## config.mk

```make
export PLATFORM = sky130hd
export DESIGN_NAME = azimuth_limit_homing_pulse_controller_unit_flat
export DESIGN_NICKNAME = d
export VERILOG_FILES = /design/src/hdl/alhpc_pkg.sv /design/src/hdl/alhpc_if.sv /design/src/hdl/azimuth_limit_homing_pulse_controller_unit.sv /design/src/flat_wrapper.sv
export SDC_FILE = /design/constraint.sdc
export NUM_CORES = 1
export LEC_CHECK = 0
export ABC_AREA = 1
export ABC_CLOCK_PERIOD_IN_PS = 8830
export BUFFER_PORTS_ARGS = -buffer_cell sky130_fd_sc_hd__buf_2
export CORE_UTILIZATION = 35
export CTS_BUF_LIST = sky130_fd_sc_hd__clkbuf_8
export CTS_CLUSTER_DIAMETER = 50
export DETAILED_ROUTE_END_ITERATION = 8
export GPL_ROUTABILITY_DRIVEN = 1
export GPL_TIMING_DRIVEN = 0
export SYNTH_ARGS = -nofsm -noshare
export SYNTH_HDL_FRONTEND = slang
export SYNTH_SLANG_ARGS = --single-unit
```

## constraint.sdc

```tcl
create_clock -name clk -period 8.83 [get_ports clk]
set_input_delay 0.4415 -clock clk [delete_from_list [all_inputs] [get_ports clk]]
set_output_delay 0.4415 -clock clk [all_outputs]
set_load 0.005 [all_outputs]
```

## src/hdl/alhpc_pkg.sv

```systemverilog
package alhpc_pkg;

  // Default width of the phase timer
  localparam int TIME_WIDTH_DEF = 16;

  // Configuration register indexes
  localparam int CFG_IDX_W = 3;
  localparam logic [CFG_IDX_W-1:0] CFG_FIRST_ON   = 3'd0;
  localparam logic [CFG_IDX_W-1:0] CFG_STEP_ON    = 3'd1;
  localparam logic [CFG_IDX_W-1:0] CFG_STEP_OFF   = 3'd2;
  localparam logic [CFG_IDX_W-1:0] CFG_ACTIVE_LOW = 3'd3;
  localparam logic [CFG_IDX_W-1:0] CFG_FIRST_WEST = 3'd4;

  // Configuration reset values
  localparam logic [15:0] FIRST_ON_RST   = 16'd1000;
  localparam logic [15:0] STEP_ON_RST    = 16'd200;
  localparam logic [15:0] STEP_OFF_RST   = 16'd300;
  localparam logic        ACTIVE_LOW_RST = 1'b1;
  localparam logic        FIRST_WEST_RST = 1'b0;

  // Commands
  localparam logic [3:0] CMD_TICK       = 4'd0;
  localparam logic [3:0] CMD_STOP       = 4'd1;
  localparam logic [3:0] CMD_EAST_ON    = 4'd2;
  localparam logic [3:0] CMD_WEST_ON    = 4'd3;
  localparam logic [3:0] CMD_PULSE_E    = 4'd4;
  localparam logic [3:0] CMD_PULSE_W    = 4'd5;
  localparam logic [3:0] CMD_STEP_E     = 4'd6;
  localparam logic [3:0] CMD_STEP_W     = 4'd7;
  localparam logic [3:0] CMD_HOME       = 4'd8;
  localparam logic [3:0] CMD_ABORT      = 4'd9;
  localparam logic [3:0] CMD_DRIVE_NONE = 4'd10;
  localparam logic [3:0] CMD_DRIVE_E    = 4'd11;
  localparam logic [3:0] CMD_DRIVE_W    = 4'd12;
  localparam logic [3:0] CMD_MANUAL_E   = 4'd13;
  localparam logic [3:0] CMD_MANUAL_W   = 4'd14;
  localparam logic [3:0] CMD_INIT       = 4'd15;

  // Direction codes
  localparam logic [1:0] DIR_NONE = 2'd0;
  localparam logic [1:0] DIR_EAST = 2'd1;
  localparam logic [1:0] DIR_WEST = 2'd2;

  // Run mode codes
  localparam logic [1:0] MODE_IDLE    = 2'd0;
  localparam logic [1:0] MODE_SINGLE  = 2'd1;
  localparam logic [1:0] MODE_STEPPED = 2'd2;

  // Controller state apart from the phase timer
  typedef struct packed {
    logic [1:0]  mode;
    logic [15:0] on_time;
    logic        drv;
    logic [1:0]  mdir;
    logic [15:0] cnt;
    logic        hbusy;
    logic        hdone;
    logic        hfail;
    logic [1:0]  sdir;
    logic        lacc;
    logic        pin_e;
    logic        pin_w;
  } alhpc_state_t;

endpackage

```

## src/hdl/alhpc_if.sv

```systemverilog
// Command channel
interface alhpc_in_if;
  logic        valid;
  logic        ready;
  logic [3:0]  command;
  logic        hall_center_raw;
  logic        hall_eastpin_raw;
  logic        hall_westpin_raw;
  logic [15:0] pulse_ms;

  modport source (output valid, command, hall_center_raw, hall_eastpin_raw,
                  hall_westpin_raw, pulse_ms, input ready);
  modport sink (input valid, command, hall_center_raw, hall_eastpin_raw,
                hall_westpin_raw, pulse_ms, output ready);
endinterface

// Status channel
interface alhpc_out_if;
  logic        valid;
  logic        ready;
  logic        pin_east_drive;
  logic        pin_west_drive;
  logic [1:0]  run_mode;
  logic        output_active;
  logic [1:0]  direction;
  logic [15:0] step_count;
  logic        homing_busy;
  logic        is_homed;
  logic        homing_error;
  logic        accepted;
  logic [2:0]  sensor_flags;
  logic [15:0] on_time_ms;

  modport source (output valid, pin_east_drive, pin_west_drive, run_mode, output_active,
                  direction, step_count, homing_busy, is_homed, homing_error, accepted,
                  sensor_flags, on_time_ms, input ready);
  modport sink (input valid, pin_east_drive, pin_west_drive, run_mode, output_active,
                direction, step_count, homing_busy, is_homed, homing_error, accepted,
                sensor_flags, on_time_ms, output ready);
endinterface

```

## src/hdl/azimuth_limit_homing_pulse_controller_unit.sv

```systemverilog
// Channel   Port     Role    Carries
// command   in_ch    sink    command, three raw hall levels, pulse length
// status    out_ch   source  relay pins, run/homing status, sensor flags, on time
//
// One command is taken per cycle while intake is not stalled; its status appears in the
// output register in the next cycle. The controller state and the output register update
// on the same edge, so the rate is one item per cycle.
// A held output stalls intake only while the output register is full and not taken.
// rst_n is synchronous: it clears the state, the output valid and loads config defaults.
module azimuth_limit_homing_pulse_controller_unit #(
  parameter int TIME_WIDTH = alhpc_pkg::TIME_WIDTH_DEF
) (
  input  logic                           clk,
  input  logic                           rst_n,
  alhpc_in_if.sink                       in_ch,
  alhpc_out_if.source                    out_ch,
  input  logic                           cfg_we,
  input  logic [alhpc_pkg::CFG_IDX_W-1:0] cfg_index,
  input  logic [15:0]                    cfg_wdata
);
  import alhpc_pkg::*;

  localparam int CMP_W = (TIME_WIDTH > 16) ? TIME_WIDTH : 16;

  logic [15:0]           first_on_r, step_on_r, step_off_r;
  logic                  active_low_r, first_west_r;
  alhpc_state_t          st_r, st_nxt;
  logic [TIME_WIDTH-1:0] el_r, el_nxt;
  logic                  cen, elim, wlim;
  logic                  in_xfer;
  logic                  out_valid_r;
  alhpc_state_t          res_r;
  logic [2:0]            flags_r;

  function automatic logic f_blocked(input logic [1:0] d, input logic el, input logic wl);
    return ((d == DIR_EAST) && el) || ((d == DIR_WEST) && wl);
  endfunction

  function automatic alhpc_state_t f_reset_motion(input alhpc_state_t s_in);
    alhpc_state_t t;
    t = s_in;
    t.pin_e = 1'b0;
    t.pin_w = 1'b0;
    t.mode = MODE_IDLE;
    t.drv = 1'b0;
    t.on_time = '0;
    t.mdir = DIR_NONE;
    return t;
  endfunction

  function automatic alhpc_state_t f_set_pins(input alhpc_state_t s_in, input logic [1:0] d,
                                              input logic chk, input logic el, input logic wl);
    alhpc_state_t t;
    t = s_in;
    if ((d == DIR_EAST) && !(chk && el)) begin
      t.pin_e = 1'b0;
      t.pin_w = 1'b1;
    end else if ((d == DIR_WEST) && !(chk && wl)) begin
      t.pin_e = 1'b1;
      t.pin_w = 1'b0;
    end else begin
      t.pin_e = 1'b0;
      t.pin_w = 1'b0;
    end
    return t;
  endfunction

  // Start a single or stepped run; the caller clears the timer on success
  function automatic logic f_start(input alhpc_state_t s_in, input logic [1:0] d,
                                   input logic [1:0] m, input logic [15:0] ont,
                                   input logic el, input logic wl,
                                   output alhpc_state_t s_out);
    alhpc_state_t t;
    logic         ok;
    t = f_reset_motion(s_in);
    ok = !f_blocked(d, el, wl);
    if (ok) begin
      t.mode = m;
      t.mdir = d;
      t.cnt = '0;
      t.drv = 1'b1;
      t.on_time = ont;
      t = f_set_pins(t, d, 1'b1, el, wl);
    end
    s_out = t;
    return ok;
  endfunction

  // Qualify sensors; the east-named pin is the logical west limit
  assign cen  = active_low_r ? !in_ch.hall_center_raw  : in_ch.hall_center_raw;
  assign wlim = active_low_r ? !in_ch.hall_eastpin_raw : in_ch.hall_eastpin_raw;
  assign elim = active_low_r ? !in_ch.hall_westpin_raw : in_ch.hall_westpin_raw;

  assign in_ch.ready = !out_valid_r || out_ch.ready;
  assign in_xfer     = in_ch.valid && in_ch.ready;

  // Next state for one command
  always_comb begin : p_next
    alhpc_state_t          s;
    alhpc_state_t          t;
    logic [TIME_WIDTH-1:0] el;
    logic                  ok;
    logic [1:0]            first;
    logic [1:0]            other;
    s = st_r;
    t = st_r;
    el = el_r;
    ok = 1'b0;
    first = first_west_r ? DIR_WEST : DIR_EAST;
    other = first_west_r ? DIR_EAST : DIR_WEST;
    case (in_ch.command)
      CMD_TICK: begin
        if (el != '1) el = el + 1'b1;
        if (s.hbusy && cen) begin
          s = f_reset_motion(s);
          s.hbusy = 1'b0;
          s.hdone = 1'b1;
          s.hfail = 1'b0;
          s.sdir = DIR_NONE;
        end else if ((s.mdir == DIR_EAST) && elim) begin
          if (s.hbusy && (s.sdir == DIR_EAST)) begin
            ok = f_start(s, DIR_WEST, MODE_STEPPED, first_on_r, elim, wlim, t);
            s = t;
            if (ok) begin
              s.sdir = DIR_WEST;
              el = '0;
            end else begin
              s.hbusy = 1'b0;
              s.hfail = 1'b1;
              s.sdir = DIR_NONE;
            end
          end else begin
            s = f_reset_motion(s);
          end
        end else if ((s.mdir == DIR_WEST) && wlim) begin
          s = f_reset_motion(s);
          if (s.hbusy && (s.sdir == DIR_WEST)) begin
            s.hbusy = 1'b0;
            s.hfail = 1'b1;
            s.sdir = DIR_NONE;
          end
        end else if (s.mode != MODE_IDLE) begin
          if (s.drv) begin
            // End the on phase
            if (CMP_W'(el) >= CMP_W'(s.on_time)) begin
              s.pin_e = 1'b0;
              s.pin_w = 1'b0;
              s.drv = 1'b0;
              el = '0;
              if (s.cnt != 16'hFFFF) s.cnt = s.cnt + 16'd1;
              if (s.mode == MODE_SINGLE) begin
                s.mode = MODE_IDLE;
                s.mdir = DIR_NONE;
                s.on_time = '0;
              end
            end
          end else if ((s.mode == MODE_STEPPED) &&
                       (CMP_W'(el) >= CMP_W'(step_off_r))) begin
            // Start the next stepped pulse
            s.drv = 1'b1;
            el = '0;
            s.on_time = step_on_r;
            s = f_set_pins(s, s.mdir, 1'b1, elim, wlim);
          end
        end
      end
      CMD_STOP, CMD_ABORT: begin
        s = f_reset_motion(s);
        s.hbusy = 1'b0;
        s.sdir = DIR_NONE;
      end
      CMD_EAST_ON, CMD_WEST_ON: begin
        first = (in_ch.command == CMD_EAST_ON) ? DIR_EAST : DIR_WEST;
        if (f_blocked(first, elim, wlim)) begin
          s = f_reset_motion(s);
          s.lacc = 1'b0;
        end else begin
          s.mdir = first;
          s = f_set_pins(s, first, 1'b1, elim, wlim);
          s.lacc = 1'b1;
        end
      end
      CMD_PULSE_E, CMD_PULSE_W: begin
        s.hbusy = 1'b0;
        s.sdir = DIR_NONE;
        first = (in_ch.command == CMD_PULSE_E) ? DIR_EAST : DIR_WEST;
        ok = f_start(s, first, MODE_SINGLE, in_ch.pulse_ms, elim, wlim, t);
        s = t;
        s.lacc = ok;
        if (ok) el = '0;
      end
      CMD_STEP_E, CMD_STEP_W: begin
        s.hbusy = 1'b0;
        s.sdir = DIR_NONE;
        first = (in_ch.command == CMD_STEP_E) ? DIR_EAST : DIR_WEST;
        ok = f_start(s, first, MODE_STEPPED, first_on_r, elim, wlim, t);
        s = t;
        s.lacc = ok;
        if (ok) el = '0;
      end
      CMD_HOME: begin
        s = f_reset_motion(s);
        s.hbusy = 1'b0;
        s.hdone = 1'b0;
        s.hfail = 1'b0;
        s.sdir = DIR_NONE;
        if (cen) begin
          s.hdone = 1'b1;
        end else begin
          s.hbusy = 1'b1;
          ok = f_start(s, first, MODE_STEPPED, first_on_r, elim, wlim, t);
          if (ok) begin
            s = t;
            s.sdir = first;
            el = '0;
          end else begin
            ok = f_start(s, other, MODE_STEPPED, first_on_r, elim, wlim, t);
            s = t;
            if (ok) begin
              s.sdir = other;
              el = '0;
            end else begin
              s.hbusy = 1'b0;
              s.hfail = 1'b1;
            end
          end
        end
      end
      CMD_DRIVE_NONE, CMD_DRIVE_E, CMD_DRIVE_W: begin
        first = (in_ch.command == CMD_DRIVE_E) ? DIR_EAST :
                (in_ch.command == CMD_DRIVE_W) ? DIR_WEST : DIR_NONE;
        if ((first == DIR_NONE) || f_blocked(first, elim, wlim)) begin
          s = f_reset_motion(s);
          s.lacc = 1'b0;
        end else begin
          s.mode = MODE_IDLE;
          s.mdir = first;
          s.drv = 1'b1;
          s.on_time = '0;
          s = f_set_pins(s, first, 1'b1, elim, wlim);
          s.lacc = 1'b1;
        end
      end
      CMD_MANUAL_E, CMD_MANUAL_W: begin
        first = (in_ch.command == CMD_MANUAL_E) ? DIR_EAST : DIR_WEST;
        s.mode = MODE_IDLE;
        s.mdir = first;
        s.drv = 1'b1;
        s.on_time = '0;
        s = f_set_pins(s, first, 1'b0, elim, wlim);
        s.lacc = 1'b1;
      end
      default: begin
        // Init: drop motion and all homing flags
        s = f_reset_motion(s);
        s.hbusy = 1'b0;
        s.hdone = 1'b0;
        s.hfail = 1'b0;
        s.sdir = DIR_NONE;
      end
    endcase
    st_nxt = s;
    el_nxt = el;
  end

  // Configuration registers
  always_ff @(posedge clk) begin
    if (!rst_n) begin
      first_on_r   <= FIRST_ON_RST;
      step_on_r    <= STEP_ON_RST;
      step_off_r   <= STEP_OFF_RST;
      active_low_r <= ACTIVE_LOW_RST;
      first_west_r <= FIRST_WEST_RST;
    end else if (cfg_we) begin
      case (cfg_index)
        CFG_FIRST_ON:   first_on_r   <= cfg_wdata;
        CFG_STEP_ON:    step_on_r    <= cfg_wdata;
        CFG_STEP_OFF:   step_off_r   <= cfg_wdata;
        CFG_ACTIVE_LOW: active_low_r <= cfg_wdata[0];
        CFG_FIRST_WEST: first_west_r <= cfg_wdata[0];
        default: ;
      endcase
    end
  end

  // Advance controller state on each command transfer
  always_ff @(posedge clk) begin
    if (!rst_n) begin
      st_r <= '{mode: MODE_IDLE, on_time: '0, drv: 1'b0, mdir: DIR_NONE, cnt: '0,
                hbusy: 1'b0, hdone: 1'b0, hfail: 1'b0, sdir: DIR_NONE, lacc: 1'b0,
                pin_e: 1'b0, pin_w: 1'b0};
      el_r <= '0;
    end else if (in_xfer) begin
      st_r <= st_nxt;
      el_r <= el_nxt;
    end
  end

  // Output valid
  always_ff @(posedge clk) begin
    if (!rst_n) begin
      out_valid_r <= 1'b0;
    end else if (in_xfer) begin
      out_valid_r <= 1'b1;
    end else if (out_ch.ready) begin
      out_valid_r <= 1'b0;
    end
  end

  // Hold status payload until the next transfer
  always_ff @(posedge clk) begin
    if (in_xfer) begin
      res_r   <= st_nxt;
      flags_r <= {wlim, elim, cen};
    end
  end

  assign out_ch.valid          = out_valid_r;
  assign out_ch.pin_east_drive = res_r.pin_e;
  assign out_ch.pin_west_drive = res_r.pin_w;
  assign out_ch.run_mode       = res_r.mode;
  assign out_ch.output_active  = res_r.drv;
  assign out_ch.direction      = res_r.mdir;
  assign out_ch.step_count     = res_r.cnt;
  assign out_ch.homing_busy    = res_r.hbusy;
  assign out_ch.is_homed       = res_r.hdone;
  assign out_ch.homing_error   = res_r.hfail;
  assign out_ch.accepted       = res_r.lacc;
  assign out_ch.sensor_flags   = flags_r;
  assign out_ch.on_time_ms     = res_r.on_time;

endmodule

```

## src/flat_wrapper.sv

```systemverilog
// flat-port wrapper written by rule: the top's interface ports become plain ports
module azimuth_limit_homing_pulse_controller_unit_flat import alhpc_pkg::*;
#(
  parameter int TIME_WIDTH = alhpc_pkg::TIME_WIDTH_DEF
)
  (clk, rst_n, cfg_we, cfg_index, cfg_wdata, in_ch_valid, in_ch_command, in_ch_hall_center_raw, in_ch_hall_eastpin_raw, in_ch_hall_westpin_raw, in_ch_pulse_ms, in_ch_ready, out_ch_valid, out_ch_pin_east_drive, out_ch_pin_west_drive, out_ch_run_mode, out_ch_output_active, out_ch_direction, out_ch_step_count, out_ch_homing_busy, out_ch_is_homed, out_ch_homing_error, out_ch_accepted, out_ch_sensor_flags, out_ch_on_time_ms, out_ch_ready);
  alhpc_in_if in_ch_i ();
  alhpc_out_if out_ch_i ();
  input  logic clk;
  input  logic rst_n;
  input  logic cfg_we;
  input  logic [alhpc_pkg::CFG_IDX_W-1:0] cfg_index;
  input  logic [15:0] cfg_wdata;
  input wire logic [$bits(in_ch_i.valid)-1:0] in_ch_valid;
  input wire logic [$bits(in_ch_i.command)-1:0] in_ch_command;
  input wire logic [$bits(in_ch_i.hall_center_raw)-1:0] in_ch_hall_center_raw;
  input wire logic [$bits(in_ch_i.hall_eastpin_raw)-1:0] in_ch_hall_eastpin_raw;
  input wire logic [$bits(in_ch_i.hall_westpin_raw)-1:0] in_ch_hall_westpin_raw;
  input wire logic [$bits(in_ch_i.pulse_ms)-1:0] in_ch_pulse_ms;
  output wire logic [$bits(in_ch_i.ready)-1:0] in_ch_ready;
  output wire logic [$bits(out_ch_i.valid)-1:0] out_ch_valid;
  output wire logic [$bits(out_ch_i.pin_east_drive)-1:0] out_ch_pin_east_drive;
  output wire logic [$bits(out_ch_i.pin_west_drive)-1:0] out_ch_pin_west_drive;
  output wire logic [$bits(out_ch_i.run_mode)-1:0] out_ch_run_mode;
  output wire logic [$bits(out_ch_i.output_active)-1:0] out_ch_output_active;
  output wire logic [$bits(out_ch_i.direction)-1:0] out_ch_direction;
  output wire logic [$bits(out_ch_i.step_count)-1:0] out_ch_step_count;
  output wire logic [$bits(out_ch_i.homing_busy)-1:0] out_ch_homing_busy;
  output wire logic [$bits(out_ch_i.is_homed)-1:0] out_ch_is_homed;
  output wire logic [$bits(out_ch_i.homing_error)-1:0] out_ch_homing_error;
  output wire logic [$bits(out_ch_i.accepted)-1:0] out_ch_accepted;
  output wire logic [$bits(out_ch_i.sensor_flags)-1:0] out_ch_sensor_flags;
  output wire logic [$bits(out_ch_i.on_time_ms)-1:0] out_ch_on_time_ms;
  input wire logic [$bits(out_ch_i.ready)-1:0] out_ch_ready;
  assign in_ch_i.valid = in_ch_valid;
  assign in_ch_i.command = in_ch_command;
  assign in_ch_i.hall_center_raw = in_ch_hall_center_raw;
  assign in_ch_i.hall_eastpin_raw = in_ch_hall_eastpin_raw;
  assign in_ch_i.hall_westpin_raw = in_ch_hall_westpin_raw;
  assign in_ch_i.pulse_ms = in_ch_pulse_ms;
  assign in_ch_ready = in_ch_i.ready;
  assign out_ch_valid = out_ch_i.valid;
  assign out_ch_pin_east_drive = out_ch_i.pin_east_drive;
  assign out_ch_pin_west_drive = out_ch_i.pin_west_drive;
  assign out_ch_run_mode = out_ch_i.run_mode;
  assign out_ch_output_active = out_ch_i.output_active;
  assign out_ch_direction = out_ch_i.direction;
  assign out_ch_step_count = out_ch_i.step_count;
  assign out_ch_homing_busy = out_ch_i.homing_busy;
  assign out_ch_is_homed = out_ch_i.is_homed;
  assign out_ch_homing_error = out_ch_i.homing_error;
  assign out_ch_accepted = out_ch_i.accepted;
  assign out_ch_sensor_flags = out_ch_i.sensor_flags;
  assign out_ch_on_time_ms = out_ch_i.on_time_ms;
  assign out_ch_i.ready = out_ch_ready;
  azimuth_limit_homing_pulse_controller_unit #(.TIME_WIDTH(TIME_WIDTH)) u_core (.clk(clk), .rst_n(rst_n), .in_ch(in_ch_i), .out_ch(out_ch_i), .cfg_we(cfg_we), .cfg_index(cfg_index), .cfg_wdata(cfg_wdata));
endmodule
```

==> qor.csv <==
stage,metric,value,unit
run,maxcap violations,0,
logic_synthesis,Post-synth EDFFs,46,
timing,final setup vio count,0,
floorplan,Core ar.,25100,um^2
drt,Post-Route WL,26300,um
worst_setup_path,worst setup path class,reg -> reg,
drt,router iterations before antenna repair,6,
cts,CTS Buf Count,17,
pwr,Leak,4.76,nW
worst_hold_path,Min-Delay Startpoint,cfg_wdata[8],
cts,CTS tree,yes,
cts,"Setup Fix Bufs, Post-CTS",0,
finish,layout cells sized above 1,12.4,%
global_routing,initial antenna violation count,0,
cts,cts hold-fix bufs,0,
cts,"CTS clk-pin slew, worst paths",0.09,ns
logic_synthesis,top cell type's share of synthesized area,25.1,%
worst_setup_path,Critical Path RT,9.04,ns
place,RePlAce Congestion,0.921,
global_routing,GR Util All Layers,20.5,%
timing,Slew headroom,51.3,%
place,Post-DP HPWL,20400,um
status,outcome,"finished, final reports clean",
logic_synthesis,"Cell Area, Synth",8930,um^2
global_routing,vias in the first global route,7803,
timing,RSZ-0062 raised after global routing,false,
finish,post-layout util,40.9,%
worst_setup_path,crit path max fanout,10,
timing,Final Hold Viols,0,
worst_hold_path,hold-critical path depth,3,
floorplan,die area,26100,um^2
cts,Clock Tree Buf Depth,2,
finish,Fillers,2703,
drt,initial DRC count,644,
drt,Vias,8595,
drt,detailed-route DRC error count,0,
logic_synthesis,Syn Area/Cell,7.16,um^2
timing,part of the cycle the worst path needs,51.2,%
logic_synthesis,asr flop ratio synth,0,%
cts,Clock Sinks,158,
global_routing,residual overflow from global routing,0,
pwr,Max IR drop VDD,0.101,mV
floorplan,Rows,58,
floorplan,initial core utilization,35.6,%
drt,Final ANT Viol Nets,0,
logic_synthesis,synth top area cells,"dfxtp_1, edfxtp_1, nand2_1, a21oi_1, inv_1",
finish,area delta synth->final,15.1,%
worst_hold_path,WHS Endpoint,u_core.first_on_r[8],
timing,setup TNS,0,ns
cts,H-tree levels,4,
worst_setup_path,startpoint types,flop,
timing,maximum operating frequency,221,MHz
cts,worst-skew pair later-pin latency,0.48,ns
finish,Final nets,1442,
worst_setup_path,critical path arrival,4.73,ns
logic_synthesis,Mapped Cells,1247,
cts,root buf cell,clkbuf_8,
drt,DR WL/cell,15.4,um
global_routing,largest net degree at the start of global routing,38,
floorplan,die height,162,um
drt,routed vias/inst,5.04,
timing,min Tclk post-route,4.52,ns
worst_setup_path,CP Capture Type,flop,
worst_hold_path,worst min path class,in -> reg,
logic_synthesis,cell taking the most area after synthesis,dfxtp_1,
floorplan,die width,162,um
place,buffers added on ports,94,
pwr,Pwr Density,162,nW/um^2
timing,worst slew pin tran,0.726,ns
timing,Final Max Tran Viols,0,
worst_setup_path,worst reg2reg setup slack,4.31,ns
timing,worst clock skew,0.0167,ns
cts,post_cts resized,0,
worst_setup_path,FF-to-FF Start,u_core.el_r[1],
finish,ANT cells,0,
logic_synthesis,Post-synth top flop,dfxtp_1,
logic_synthesis,Synth Warn #,0,
logic_synthesis,"flops & latches, synth",158,
floorplan,top-level I/O count,95,
global_routing,first-pass GRT wire length,41700,um
logic_synthesis,post-synthesis sequential area ratio,40.6,%
worst_setup_path,Crit Reg-Reg Endpoint,u_core.out_ch.on_time_ms[15],
worst_setup_path,Reg2Reg Depth,20,
logic_synthesis,syn_nets,1328,
logic_synthesis,synth unique cells,47,
==> report_power, final <==
part	switching [W]	total (W)	leakage [nW]	internal, W
clock network	0.000314	0.000613	0.226	0.000299
registers	0.0000186	0.000808	1.38	0.000790
logic	0.000165	0.000245	3.15	0.0000792
==> Yosys cell counts (2+ instances only) <==
cell         n
nand2_1    258
inv_1      179
a21oi_1    145
o21ai_0    116
dfxtp_1    112
nor2_1     107
nand3_1     81
edfxtp_1    46
ha_1        34
clkbuf_1    33
nand4_1     18
o21ai_1     13
nor3_1      12
o211ai_1    11
inv_2        8
xor2_1       8
o22ai_1      7
nor2_2       6
buf_2        4
nand3_2      4
xnor2_1      4
buf_4        3
buf_6        3
nor4_1       3
a31oi_1      2
clkinv_1     2
nand2_2      2
nand3b_1     2
nor2_4       2
nor3_2       2
o2111ai_1    2
o21a_1       2
xnor2_2      2
==> registers in the layout, indices dropped and copies added (netlist names), 3 cells and up <==
signal	cells
u_core.el_r	16
u_core.first_on_r	16
u_core.out_ch.on_time_ms	16
u_core.out_ch.sensor_flags	3
u_core.out_ch.step_count	16
u_core.st_r	45
u_core.step_off_r	16
u_core.step_on_r	16
==> cell type report <==
class / count / area, um^2 / area share [%]
multi-input combinational: 857 / 4390 / 42.8
sequential: 158 / 3620 / 35.3
inverter: 189 / 709 / 6.90
timing repair buffer: 95 / 490 / 4.77
tap: 330 / 413 / 4.02
clock buffer: 18 / 248 / 2.41
buffer: 43 / 201 / 1.96
clock inverter: 14 / 199 / 1.94
==> worst max-delay path: stages (launching register included) <==
cell and delay [ns]:
dfxtp_1 0.37, ha_1 0.25, nand4_1 0.17, nor2_1 0.22, nand3_1 0.12, nor2_1 0.37, nor2_1 0.11, xor2_1 0.20
ha_1 0.32, nand2_1 0.05, inv_1 0.06, nand3_1 0.06, nor3_1 0.33, nand2_1 0.14, nand3_1 0.35, nand4_1 0.28
nand2_2 0.25, buf_4 0.22, a21oi_1 0.06, o21ai_1 0.14, nand2_1 0.14
==> how the worst max path moves through the flow <==
stage	start	depth (start not counted)	to	slack, ns
4_1_cts	u_core.el_r[0]	20	u_core.out_ch.on_time_ms[15]	4.39
6_report	u_core.el_r[1]	20	u_core.out_ch.on_time_ms[15]	4.31
3_5_place_dp	u_core.el_r[1]	20	u_core.out_ch.on_time_ms[5]	4.42
3_3_place_gp	u_core.el_r[0]	20	u_core.out_ch.on_time_ms[15]	4.43
5_1_grt	u_core.el_r[0]	20	u_core.out_ch.on_time_ms[15]	3.92
2_1_floorplan	u_core.el_r[0]	22	u_core.st_r[34]	5.53
==> cell families (layout without fill, tap and decap cells) <==
logic type               after synthesis  in the layout  synth area share, %
AND/OR/NAND/NOR                      505            505                 24.9
XOR/XNOR                              15             15                 1.85
adder cells (fa/ha/maj)               34             34                 4.77
AO/OA/AOI/OAI                        303            303                 17.7
buffers and inverters                232            359                 10.2
flip-flops                           158            158                 40.6
==> stage by stage <==
step / setup WS (ns) / hold WS, ns / total power [W] / instances / instance area, um^2
after floorplan: 5.53 / 0.425 / 0.000974 / 1247 / 8930
after global placement: 4.43 / 0.439 / 0.00106 / 1671 / 9810
after detailed placement: 4.42 / 0.446 / 0.00107 / 1672 / 9830
after CTS: 4.39 / 0.215 / 0.00167 / 1704 / 10300
after global routing: 3.92 / 0.224 / 0.00174 / 1704 / 10300
final: 4.31 / 0.225 / 0.00167 / 1704 / 10300
==> metal layers <==
metal,share of wire [%],wire [um],global-route usage [%],vias to the layer above
li1,-,-,-,4365
met1,45,11900,27.7,3923
met2,47,12200,33.8,276
met3,6.5,1710,3.19,31
met4,1.8,469,6.30,0
met5,0,0,0,-
==> cell usage in the layout, fill, tap and decap left out, drive strengths merged, types with 3 or more instances in the layout <==
cell	synthesis	final
a21oi	145	145
buf	10	105
bufinv	0	3
clkbuf	33	51
clkinv	2	6
dfxtp	112	112
edfxtp	46	46
ha	34	34
inv	187	194
nand2	261	261
nand3	85	85
nand4	19	19
nor2	116	116
nor3	14	14
nor4	4	4
o211ai	11	11
o21ai	129	129
o22ai	7	7
xnor2	6	6
xor2	9	9
Power figures use the tool's default switching activity.
